$ cat src/rtl/core/cau_pkg.sv
// shared types, codes and tables for the complex arithmetic unit
package cau_pkg;

    localparam int DATA_W    = 32;
    localparam int FRAC_W    = 16;
    localparam int ANG_BITS  = 24;
    localparam int ANG_ITERS = 24;
    localparam int QDEPTH    = 4;
    localparam int QAW       = $clog2(QDEPTH);

    localparam logic signed [27:0] ANG_HALF_PI = 28'sd26353589;

    localparam logic [2:0] CMD_ADD = 3'd0;
    localparam logic [2:0] CMD_SUB = 3'd1;
    localparam logic [2:0] CMD_MUL = 3'd2;
    localparam logic [2:0] CMD_DIV = 3'd3;
    localparam logic [2:0] CMD_MAG = 3'd4;
    localparam logic [2:0] CMD_ARG = 3'd5;

    typedef enum logic [2:0] {
        OP_ADD,
        OP_SUB,
        OP_MUL,
        OP_DIV,
        OP_MAG,
        OP_ARG,
        OP_NONE
    } op_t;

    typedef enum logic [1:0] {
        ST_OK   = 2'd0,
        ST_DIV0 = 2'd1,
        ST_SAT  = 2'd2
    } status_t;

    typedef struct packed {
        op_t                       op;
        logic signed [DATA_W-1:0]  ar;
        logic signed [DATA_W-1:0]  ai;
        logic signed [DATA_W-1:0]  br;
        logic signed [DATA_W-1:0]  bi;
    } word_t;

    // atan(2^-i) in units of 2^-24 rad
    function automatic logic [23:0] cau_atan(input logic [4:0] i);
        logic [23:0] v;
        case (i)
            5'd0:    v = 24'd13176795;
            5'd1:    v = 24'd7778716;
            5'd2:    v = 24'd4110060;
            5'd3:    v = 24'd2086331;
            5'd4:    v = 24'd1047214;
            5'd5:    v = 24'd524117;
            5'd6:    v = 24'd262123;
            5'd7:    v = 24'd131069;
            5'd8:    v = 24'd65536;
            5'd9:    v = 24'd32768;
            5'd10:   v = 24'd16384;
            5'd11:   v = 24'd8192;
            5'd12:   v = 24'd4096;
            5'd13:   v = 24'd2048;
            5'd14:   v = 24'd1024;
            5'd15:   v = 24'd512;
            5'd16:   v = 24'd256;
            5'd17:   v = 24'd128;
            5'd18:   v = 24'd64;
            5'd19:   v = 24'd32;
            5'd20:   v = 24'd16;
            5'd21:   v = 24'd8;
            5'd22:   v = 24'd4;
            5'd23:   v = 24'd2;
            default: v = 24'd0;
        endcase
        return v;
    endfunction

endpackage

$ cat src/rtl/core/cau_front.sv
// input stage: takes words, decodes the command and hands them to the queue
module cau_front
    import cau_pkg::*;
(
    input  logic                     clk,
    input  logic                     rst_n,
    input  logic                     push,
    output logic                     full,
    input  logic [2:0]               cmd,
    input  logic signed [DATA_W-1:0] a_re,
    input  logic signed [DATA_W-1:0] a_im,
    input  logic signed [DATA_W-1:0] b_re,
    input  logic signed [DATA_W-1:0] b_im,
    input  logic                     q_full,
    output logic                     q_wr,
    output word_t                    q_wdata
);

    logic  valid_reg;
    logic  valid_next;
    word_t word_reg;
    word_t word_next;
    logic  go;
    op_t   op_dec;

    always_comb
    begin
        case (cmd)
            CMD_ADD: op_dec = OP_ADD;
            CMD_SUB: op_dec = OP_SUB;
            CMD_MUL: op_dec = OP_MUL;
            CMD_DIV: op_dec = OP_DIV;
            CMD_MAG: op_dec = OP_MAG;
            CMD_ARG: op_dec = OP_ARG;
            default: op_dec = OP_NONE;
        endcase
    end

    assign go   = !valid_reg || !q_full;
    assign full = !go;

    always_comb
    begin
        word_next    = word_reg;
        valid_next   = valid_reg;
        if (go)
        begin
            valid_next   = push;
            word_next.op = op_dec;
            word_next.ar = a_re;
            word_next.ai = a_im;
            // unary operations do not look at b
            word_next.br = (op_dec == OP_MAG || op_dec == OP_ARG) ? '0 : b_re;
            word_next.bi = (op_dec == OP_MAG || op_dec == OP_ARG) ? '0 : b_im;
        end
    end

    always_ff @(posedge clk or negedge rst_n)
    begin
        if (!rst_n)
        begin
            valid_reg <= 1'b0;
        end
        else
        begin
            valid_reg <= valid_next;
        end
    end

    always_ff @(posedge clk)
    begin
        word_reg <= word_next;
    end

    assign q_wr    = valid_reg && !q_full;
    assign q_wdata = word_reg;

endmodule

$ cat config.mk
export PLATFORM = sky130hd
export DESIGN_NAME = cau_front
export DESIGN_NICKNAME = d
export VERILOG_FILES = /design/src/rtl/core/cau_pkg.sv /design/src/rtl/core/cau_front.sv
export SDC_FILE = /design/constraint.sdc
export NUM_CORES = 1
export LEC_CHECK = 0
export ABC_AREA = 1
export BUFFER_PORTS_ARGS = -buffer_cell sky130_fd_sc_hd__buf_2
export CAP_MARGIN = 20
export CORE_MARGIN = 4
export CORE_UTILIZATION = 44
export DETAILED_ROUTE_END_ITERATION = 7
export HOLD_SLACK_MARGIN = 0.06
export PLACE_DENSITY_LB_ADDON = 0.25
export SETUP_SLACK_MARGIN = 0.4
export SYNTH_ARGS = -nofsm -noshare
export SYNTH_HDL_FRONTEND = slang
export SYNTH_SLANG_ARGS = --single-unit
$ cat constraint.sdc
create_clock -name clk -period 6.1 [get_ports clk]
set_clock_uncertainty 0.1 [all_clocks]
set_input_delay 1.22 -clock clk [delete_from_list [all_inputs] [get_ports clk]]
set_output_delay 1.22 -clock clk [all_outputs]
set_load 0.01 [all_outputs]
==> results.sh <==
export IMPL_status="finished clean"
export IMPL_cts_resized=0
export IMPL_cts_hold_buf=0
export IMPL_synth_warnings=0
export IMPL_synthArstFlopShare_pct=0.7576
export IMPL_track_usage_pct=18.73
export IMPL_required_ns=4.78
export IMPL_gp_congestion=0.8309
export IMPL_synth_edf_count=131
export IMPL_cp_start_kind="input pin"
export IMPL_area_growth_syn_to_layout_pct=39.63
export IMPL_drt_iter0_drc=304
export IMPL_postSynthCellCount=283
export IMPL_hpwl_mm=8.535
export IMPL_fin_crit_sh_pct=59.57
export IMPL_cp_end_kind="output pin"
export IMPL_port_buffer_count=267
export IMPL_synth_compound_area_share_pct=10.53
export IMPL_die_area_sq_um=12870
export IMPL_syn_avg_cell_area_sq_um=17.29
export IMPL_row_count=38
export IMPL_vias=3202
export IMPL_ys_flop_type="edfxtp_1"
export IMPL_clock_sinks=132
export IMPL_placed_cells=676
export IMPL_netlist_area_sq_um=4893
export IMPL_worst_r2r_endpoint="q_wdata[130]$_DFFE_PN_"
export IMPL_nets=690
export IMPL_io_pins=268
export IMPL_max_freq_mhz=275.2
export IMPL_synthAdderAreaFrac_pct=0
export IMPL_synthDistinctLibCells=13
export IMPL_synth_top_family_by_area="compound AO/OA/AOI/OAI gates"
export IMPL_layout_drive_gt1_share_pct=61.09
export IMPL_ys_top_cells_by_area="edfxtp_1 (80%), a21oi_2 (8.9%), inv_1 (5.1%), buf_6 (2.3%), a21oi_1 (1.4%)"
export IMPL_rsz0062_at_grt="no"
export IMPL_wire_per_inst_um=17.21
export IMPL_setup_viol=0
export IMPL_clock_root_buffer="clkbuf_8"
export IMPL_antenna_found_initial=0
export IMPL_dr_pass1_iters=4
export IMPL_dpl_worst_slack_ns=2.444
export IMPL_critPathMaxFanout=133
export IMPL_diodes=0
export IMPL_grt_pass1_vias=3227
export IMPL_grt_overflow_total=0
export IMPL_clkTransAtPathRegs_ns=0.06
export IMPL_power_w=0.002276
export IMPL_fin_setup_tns_ns=0
export IMPL_ctsHtreeMaxLevel=4
export IMPL_stdcell_count=708
export IMPL_r2r_setup_slack_ns=4.38
export IMPL_postCtsSetupBuffers=0
export IMPL_finalMaxSlewViolations=0
export IMPL_place_area_sq_um=6280
export IMPL_final_hold_viol_count=0
export IMPL_drc=0
export IMPL_rr_worst_depth=1
export IMPL_initial_core_util_pct=45.14
export IMPL_synth_simple_area_share_pct=0.2301
export IMPL_period_needed_ns=3.634
export IMPL_ir_worst_vdd_v=0.0001631
export IMPL_finalWirelength_mm=12.19
export IMPL_synth_seq_area_share_pct=80.90
export IMPL_grt_pass1_wl_mm=18.12
export IMPL_ant_nets=0
export IMPL_hp_class="input pin to async pin"
export IMPL_synth_commonest_cells="edfxtp_1 (131), inv_1 (67), a21oi_2 (50), a21oi_1 (14), buf_6 (10)"
export IMPL_synth_top_cell_area_share_pct=80.39
export IMPL_cap_violations=0
export IMPL_maxSlewHeadroom_pct=32.97
export IMPL_synth_seq_cells=132
export IMPL_grt_max_degree=134
export IMPL_viasPerCell=4.523
export IMPL_tightestPinTransition_ns=1.005
export IMPL_dieWidth_um=113.5
export IMPL_numCtsBuffers=17
export IMPL_power_density_nw_per_um2=333.1
export IMPL_synth_fp_nets=418
export IMPL_worstPathArrival_ns=2.31
export IMPL_yosys_area_top_type="edfxtp_1"
export IMPL_setup_ws_ns=2.466
export IMPL_chipHeight_um=113.5
export IMPL_critPathKind="input pin to output pin"
export IMPL_clk_latency_ns=0.50
export IMPL_cts_tree="done"
export IMPL_ctsLongestPathBuffers=2
export IMPL_synthMuxAreaShare_pct=0
export IMPL_synth_most_common_cell="edfxtp_1"
export IMPL_core_area_sq_um=10840
export IMPL_largest_reg_flops=131
export IMPL_p_leak_nw=3.166
export IMPL_finalInstanceArea_sq_um=6833
export IMPL_r2r_start="valid_reg$_DFFE_PN0N_"
export IMPL_synth_xor_area_share_pct=0
==> critical path: stages <==
cell,delay (ns)
buf_2,0.14
nand2_8,0.65
inv_1,0.07
buf_2,0.17
==> power by group <==
part           internal, W  leakage (nW)  switching [W]
clock network     0.000575         0.254       0.000374
logic            0.0000913          1.56       0.000135
registers          0.00108          1.35      0.0000178
==> kinds of logic (layout without fill, tap and decap cells) <==
logic type,after synthesis,count (layout)
DFF,132,132
buffers and inverters,83,368
AOI/OAI and AO/OA,65,65
and+or+nand+nor,3,3
==> per-layer routing <==
layer	vias to the layer above	wire, um	track usage, %
met5	-	0	0
met4	0	85	5.288
met3	9	1309	8.117
met2	166	6312	31.96
met1	1504	4477	21.54
li1	1523	-	-
==> layout make-up <==
type	count	area [sq um]
clock buffers	17	414.1
clock inverters	15	138.9
fillers	873	4008
inverters	68	256.5
multi-input cells	68	543.0
flip-flops and latches	132	3959
well taps	140	175.2
repair buffers	268	1346
==> cells in the final DEF, fill, tap and decap left out, drive strengths merged <==
master	count
nor2	1
clkinv	7
buf	268
clkbuf	17
edfxtp	131
bufinv	2
a21boi	1
clkinvlp	5
dfrtp	1
inv	69
a21oi	64
nand2	2
==> worst max-delay path by stage <==
stage	cells after the start	to	startpoint
detailed placement	4	full	q_full
floorplan	2	full	q_full
CTS	4	full	q_full
finish	4	full	q_full
global route	4	full	q_full
global placement	4	full	q_full
==> stage by stage <==
stage,hold WS [ns],utilization [%]
floorplan,0.8244,-
global placement,0.8964,57.93
detailed placement,0.8982,57.93
CTS,0.3517,63.03
global route,0.3576,63.03
finish,0.3868,63.03
Note: power is estimated with default switching activity, not from simulation.
