### config.mk
export PLATFORM = sky130hd
export DESIGN_NAME = cau_queue
export DESIGN_NICKNAME = d
export VERILOG_FILES = /design/src/rtl/core/cau_pkg.sv /design/src/rtl/core/cau_queue.sv
export SDC_FILE = /design/constraint.sdc
export NUM_CORES = 1
export LEC_CHECK = 0
export BUFFER_PORTS_ARGS = -buffer_cell sky130_fd_sc_hd__buf_2
export CAP_MARGIN = 25
export CELL_PAD_IN_SITES_DETAIL_PLACEMENT = 1
export CELL_PAD_IN_SITES_GLOBAL_PLACEMENT = 1
export CORE_MARGIN = 5
export CORE_UTILIZATION = 25
export CTS_BUF_LIST = sky130_fd_sc_hd__clkbuf_8
export DETAILED_ROUTE_END_ITERATION = 10
export PLACE_DENSITY = 0.53
export SETUP_SLACK_MARGIN = 0.2
export SYNTH_ARGS = -nofsm -noshare
export SYNTH_HDL_FRONTEND = slang
export SYNTH_SLANG_ARGS = --single-unit
### constraint.sdc
create_clock -name clk -period 4.9 [get_ports clk]
set_input_delay 0.735 -clock clk [delete_from_list [all_inputs] [get_ports clk]]
set_output_delay 0.735 -clock clk [all_outputs]
set_load 0.005 [all_outputs]
### src/rtl/core/cau_pkg.sv
// shared types, codes and tables for the complex arithmetic unit
package cau_pkg;

    localparam int DATA_W    = 32;
    localparam int FRAC_W    = 16;
    localparam int ANG_BITS  = 24;
    localparam int ANG_ITERS = 24;
    localparam int QDEPTH    = 4;
    localparam int QAW       = $clog2(QDEPTH);

    localparam logic signed [27:0] ANG_HALF_PI = 28'sd26353589;

    localparam logic [2:0] CMD_ADD = 3'd0;
    localparam logic [2:0] CMD_SUB = 3'd1;
    localparam logic [2:0] CMD_MUL = 3'd2;
    localparam logic [2:0] CMD_DIV = 3'd3;
    localparam logic [2:0] CMD_MAG = 3'd4;
    localparam logic [2:0] CMD_ARG = 3'd5;

    typedef enum logic [2:0] {
        OP_ADD,
        OP_SUB,
        OP_MUL,
        OP_DIV,
        OP_MAG,
        OP_ARG,
        OP_NONE
    } op_t;

    typedef enum logic [1:0] {
        ST_OK   = 2'd0,
        ST_DIV0 = 2'd1,
        ST_SAT  = 2'd2
    } status_t;

    typedef struct packed {
        op_t                       op;
        logic signed [DATA_W-1:0]  ar;
        logic signed [DATA_W-1:0]  ai;
        logic signed [DATA_W-1:0]  br;
        logic signed [DATA_W-1:0]  bi;
    } word_t;

    // atan(2^-i) in units of 2^-24 rad
    function automatic logic [23:0] cau_atan(input logic [4:0] i);
        logic [23:0] v;
        case (i)
            5'd0:    v = 24'd13176795;
            5'd1:    v = 24'd7778716;
            5'd2:    v = 24'd4110060;
            5'd3:    v = 24'd2086331;
            5'd4:    v = 24'd1047214;
            5'd5:    v = 24'd524117;
            5'd6:    v = 24'd262123;
            5'd7:    v = 24'd131069;
            5'd8:    v = 24'd65536;
            5'd9:    v = 24'd32768;
            5'd10:   v = 24'd16384;
            5'd11:   v = 24'd8192;
            5'd12:   v = 24'd4096;
            5'd13:   v = 24'd2048;
            5'd14:   v = 24'd1024;
            5'd15:   v = 24'd512;
            5'd16:   v = 24'd256;
            5'd17:   v = 24'd128;
            5'd18:   v = 24'd64;
            5'd19:   v = 24'd32;
            5'd20:   v = 24'd16;
            5'd21:   v = 24'd8;
            5'd22:   v = 24'd4;
            5'd23:   v = 24'd2;
            default: v = 24'd0;
        endcase
        return v;
    endfunction

endpackage

### src/rtl/core/cau_queue.sv
// short word queue between the front stage and the arithmetic pipeline
module cau_queue
    import cau_pkg::*;
(
    input  logic  clk,
    input  logic  rst_n,
    input  logic  wr,
    input  word_t wdata,
    output logic  q_full,
    output logic  rd_valid,
    input  logic  rd,
    output word_t rdata
);

    word_t          data_reg [QDEPTH];
    logic [QAW-1:0] wr_ptr_reg;
    logic [QAW-1:0] wr_ptr_next;
    logic [QAW-1:0] rd_ptr_reg;
    logic [QAW-1:0] rd_ptr_next;
    logic [QAW:0]   cnt_reg;
    logic [QAW:0]   cnt_next;

    assign q_full   = (cnt_reg == (QAW+1)'(QDEPTH));
    assign rd_valid = (cnt_reg != '0);
    assign rdata    = data_reg[rd_ptr_reg];

    always_comb
    begin
        wr_ptr_next = wr ? wr_ptr_reg + 1'b1 : wr_ptr_reg;
        rd_ptr_next = rd ? rd_ptr_reg + 1'b1 : rd_ptr_reg;
        cnt_next    = cnt_reg + (QAW+1)'(wr) - (QAW+1)'(rd);
    end

    always_ff @(posedge clk or negedge rst_n)
    begin
        if (!rst_n)
        begin
            wr_ptr_reg <= '0;
            rd_ptr_reg <= '0;
            cnt_reg    <= '0;
        end
        else
        begin
            wr_ptr_reg <= wr_ptr_next;
            rd_ptr_reg <= rd_ptr_next;
            cnt_reg    <= cnt_next;
        end
    end

    always_ff @(posedge clk)
    begin
        if (wr)
        begin
            data_reg[wr_ptr_reg] <= wdata;
        end
    end

endmodule

==> results.txt <==
* Total instance count after detailed placement: 2000
* Clock share of power: ~28%
- Of the post-synthesis cell area, the dominant cell type holds between 80 and 90%.
- Data on the critical path is required at its endpoint by approximately 4.2 ns.
- Via density: around 4.1
- Detailed placement finished with a half-perimeter wire length of around 27000 um.
- In this design, the largest share of critical-path delay is due to buffers and inverters.
- For this run, the leading register cell type out of synthesis is edfxtp_1.
- After synthesis, the cell types taking the most area are edfxtp_1 82%, mux4_2 15%, dfrtp_1 0.91%.
* Type of element capturing the critical path: output pin
* Crit path launch type: register
- The number of antenna violations at the first check in global routing came to 13.
* Worst relative slew slack: a little under half
* Setup slack of the worst register-to-register path: about 2.6 ns
* Buffer depth of the longest clock path: 3
- The number of setup buffers added after CTS is 0.
- Flip-flop count of the largest register after layout: 524
- CTS buffer count: 94
- Maximum fanout along the worst path: 30
- Number of DRC violations after detailed-routing iteration 0: around 370
* Min cycle time layout: around 3.3 ns
* Top-Level Pins: approximately 270
- The final critical path takes up roughly two thirds of the cycle.
* Highest clock frequency the design can meet: 302 MHz
- In this run the power density over the cells is roughly 580 nW/um2.
* Core Rows: ~100
- For this run, the slowest stage of the critical path takes about 0.63 ns.
- NetSw: approximately 4000 uW
- The via count of the first global-routing pass is 10200.
* Routed len/inst: slightly above 20 um
- Setup violations remaining at the end of the flow were counted as 0.
- Run status: completed
- Critical path class: reg -> out
* Final #Nets: 1209
- The synthesized netlist occupies a cell area of around 19000 um2.
- Weighted congestion reported at the end of routability-driven placement: 0.671
* ANT nets after route: 0
- The critical path starts at rd_ptr_reg[0].
- Initial DRT Pass Iterations: 4
- Setup repair after global routing left no endpoint under its margin.
- The critical path contains buffers and inverters numbering 2 combined.
- The largest individual stage delay along the critical path comes from the cell mux4_2.
* Final count of pins violating max slew: 0
- Overflow left after global routing: 0
* Skew-Pair Late Insertion Delay: 0.65 ns
- Cells fill 31.1% of the core in the end.
- Cells after Synth: just over 700
- Hold crit path type: in -> reg
- Sequence of cells on the critical path: buf_4 -> mux4_2 -> buf_2
- Clock-pin slew of the registers on the worst-case setup and hold paths: about 0.06 ns
* Sequential share of the synthesized area: between 80 and 90%
* Fin Clk Skew: approximately 0.035 ns
- CTS tree: done
* Switching power share of the total: between 20% and 30%
* Initial Utilization: between 20% and 30%
* Residual DRC count: 0
* H-tree depth: 3
- Fraction of layout cells with a size suffix above 1: 46.7%
- Share of synthesized registers carrying an async set or reset: under 10%
- Of the total power, combinational logic draws a little over a quarter.
- Number of warnings issued by yosys: 0
* Crit path arrival time: between 2 and 3 ns
- The startpoint identified for the worst hold timing path is wdata[27].
- Detailed Route WL: roughly 44000 um
- Number of different library cells in the post-synthesis netlist: 17
- Area of the core: between 70000 and 80000 um2
- Register bit total from synthesis: 531
* Die ar.: a little over 80000 um2
- Internal power comes to ~10000 uW.
- Entering global routing, the biggest net connects between 60 and 70 pins.
* Overall routing resource usage: 10.6%
* Clock root buffer: clkbuf_8
- Total number of vias: 8902
- Counting every sink on the clock net gives roughly 530.
- Count of placed standard cells in the final layout, fillers left out: roughly 2200
- Total negative slack: 0 ns
- Gates resized, CTS repair: 0
- Total leakage power: just over 0.008 uW
- The largest total area in the synthesized netlist belongs to edfxtp_1.
- Seq pwr share: approximately 45%
- Sorting the synthesized cells by how often they occur yields 524 x edfxtp_1, 131 x mux4_2, 16 x buf_2.
- IR analysis of the VDD net gives a maximum drop of roughly 0.33 mV.
- Origin of the critical flop-to-flop path: wr_ptr_reg[0]
- In this run the tool buffered the top-level ports with between 200 and 300 buffer cells.
- Transition time of the tightest slew-check pin: between 0.8 and 0.9 ns
- Counting flops with a built-in enable in the synthesized netlist gives approximately 520.
- The die is approximately 290 um tall.
* Mean cell area of the mapped netlist: roughly 27 um2
- edfxtp_1 is the most common cell in the netlist.
* Synthesis-to-finish area growth: 23.1%
- Hold Violations, Final: 0
- Horizontal extent of the die: 288 um
- The first global-routing pass estimated roughly 65000 um of wire.
* Synthesized netlist net count: ~860
- Max-cap violations in this run came to 0.
## cells by family after synthesis
group	count (synthesis)	synth area share [%]
AOI/OAI and AO/OA	1	0.0259
xor gates and xnor gates	5	0.227
adders and majority gates	7	0.493
and+or+nand+nor	8	0.234
DFF	531	82.5
buffers and inverters	36	1.17
muxes	131	15.3
## metrics by stage
stage	power [uW]	setup slack, ns	area [um2]	hold slack, ns
floorplan	8560	0.660	19300	0.439
global placement	10200	2.20	21900	0.511
detailed placement	10300	2.19	21900	0.527
CTS	14200	1.42	23700	0.185
global route	14700	1.35	23700	0.210
finish	13800	1.59	23700	0.295
## path summary, 6_finish.rpt
check / cells after the start / to
setup / recovery: 3 / rdata[88]
hold reg to reg: 1 / wr_ptr_reg[0]
hold / removal: 1 / data_reg[3][27]
setup reg to reg: 4 / data_reg[0][9]
max in group asynchronous: 2 / rd_ptr_reg[1]
min in group asynchronous: 2 / rd_ptr_reg[0]
## repair_timing
item	4_1_cts	5_1_grt
hold buffers	1	0
hold endpoints to repair	7	0
setup endpoints to repair	0	0
## cells in the final DEF (no fill, tap or decap), types with 2 or more instances in the layout
cell type,Yosys,routed
buf_12,0,8
dfrtp_4,0,2
dfrtp_1,7,5
edfxtp_1,524,524
clkbuf_8,0,98
diode_2,0,7
buf_2,16,267
xnor2_1,3,3
clkinv_1,0,22
clkinv_2,0,10
xor2_1,2,2
and2_4,0,4
nand2_1,2,2
buf_4,1,6
inv_1,6,40
bufinv_16,0,5
ha_1,6,6
mux4_2,131,131
inv_6,0,2
## cell type report
class | count | area [um2]
multi-input combinational | 152 | 3150
sequential | 531 | 15900
clock buffer | 98 | 1350
fill | 7721 | 52500
inverter | 6 | 22.5
clock inverter | 74 | 435
timing repair buffer | 282 | 1550
tap | 1030 | 1290
antenna | 7 | 17.5
## metal layers
layer	global-route usage (%)	routed length [um]	up-vias
met1	12.8	17600	4686
li1	-	-	3845
met3	4.58	4230	88
met2	17.2	21400	273
met5	0	75	-
met4	3.18	874	10
## power groups by stage
stage	combinational (uW)	sequential (uW)	clock, uW
2_1_floorplan	2310	6250	0
3_3_place_gp	3890	6290	0
3_5_place_dp	3910	6340	0
4_1_cts	3930	6250	4060
5_1_grt	4090	6310	4290
6_report	3730	6220	3870
Note: power is estimated with default switching activity, not from simulation.
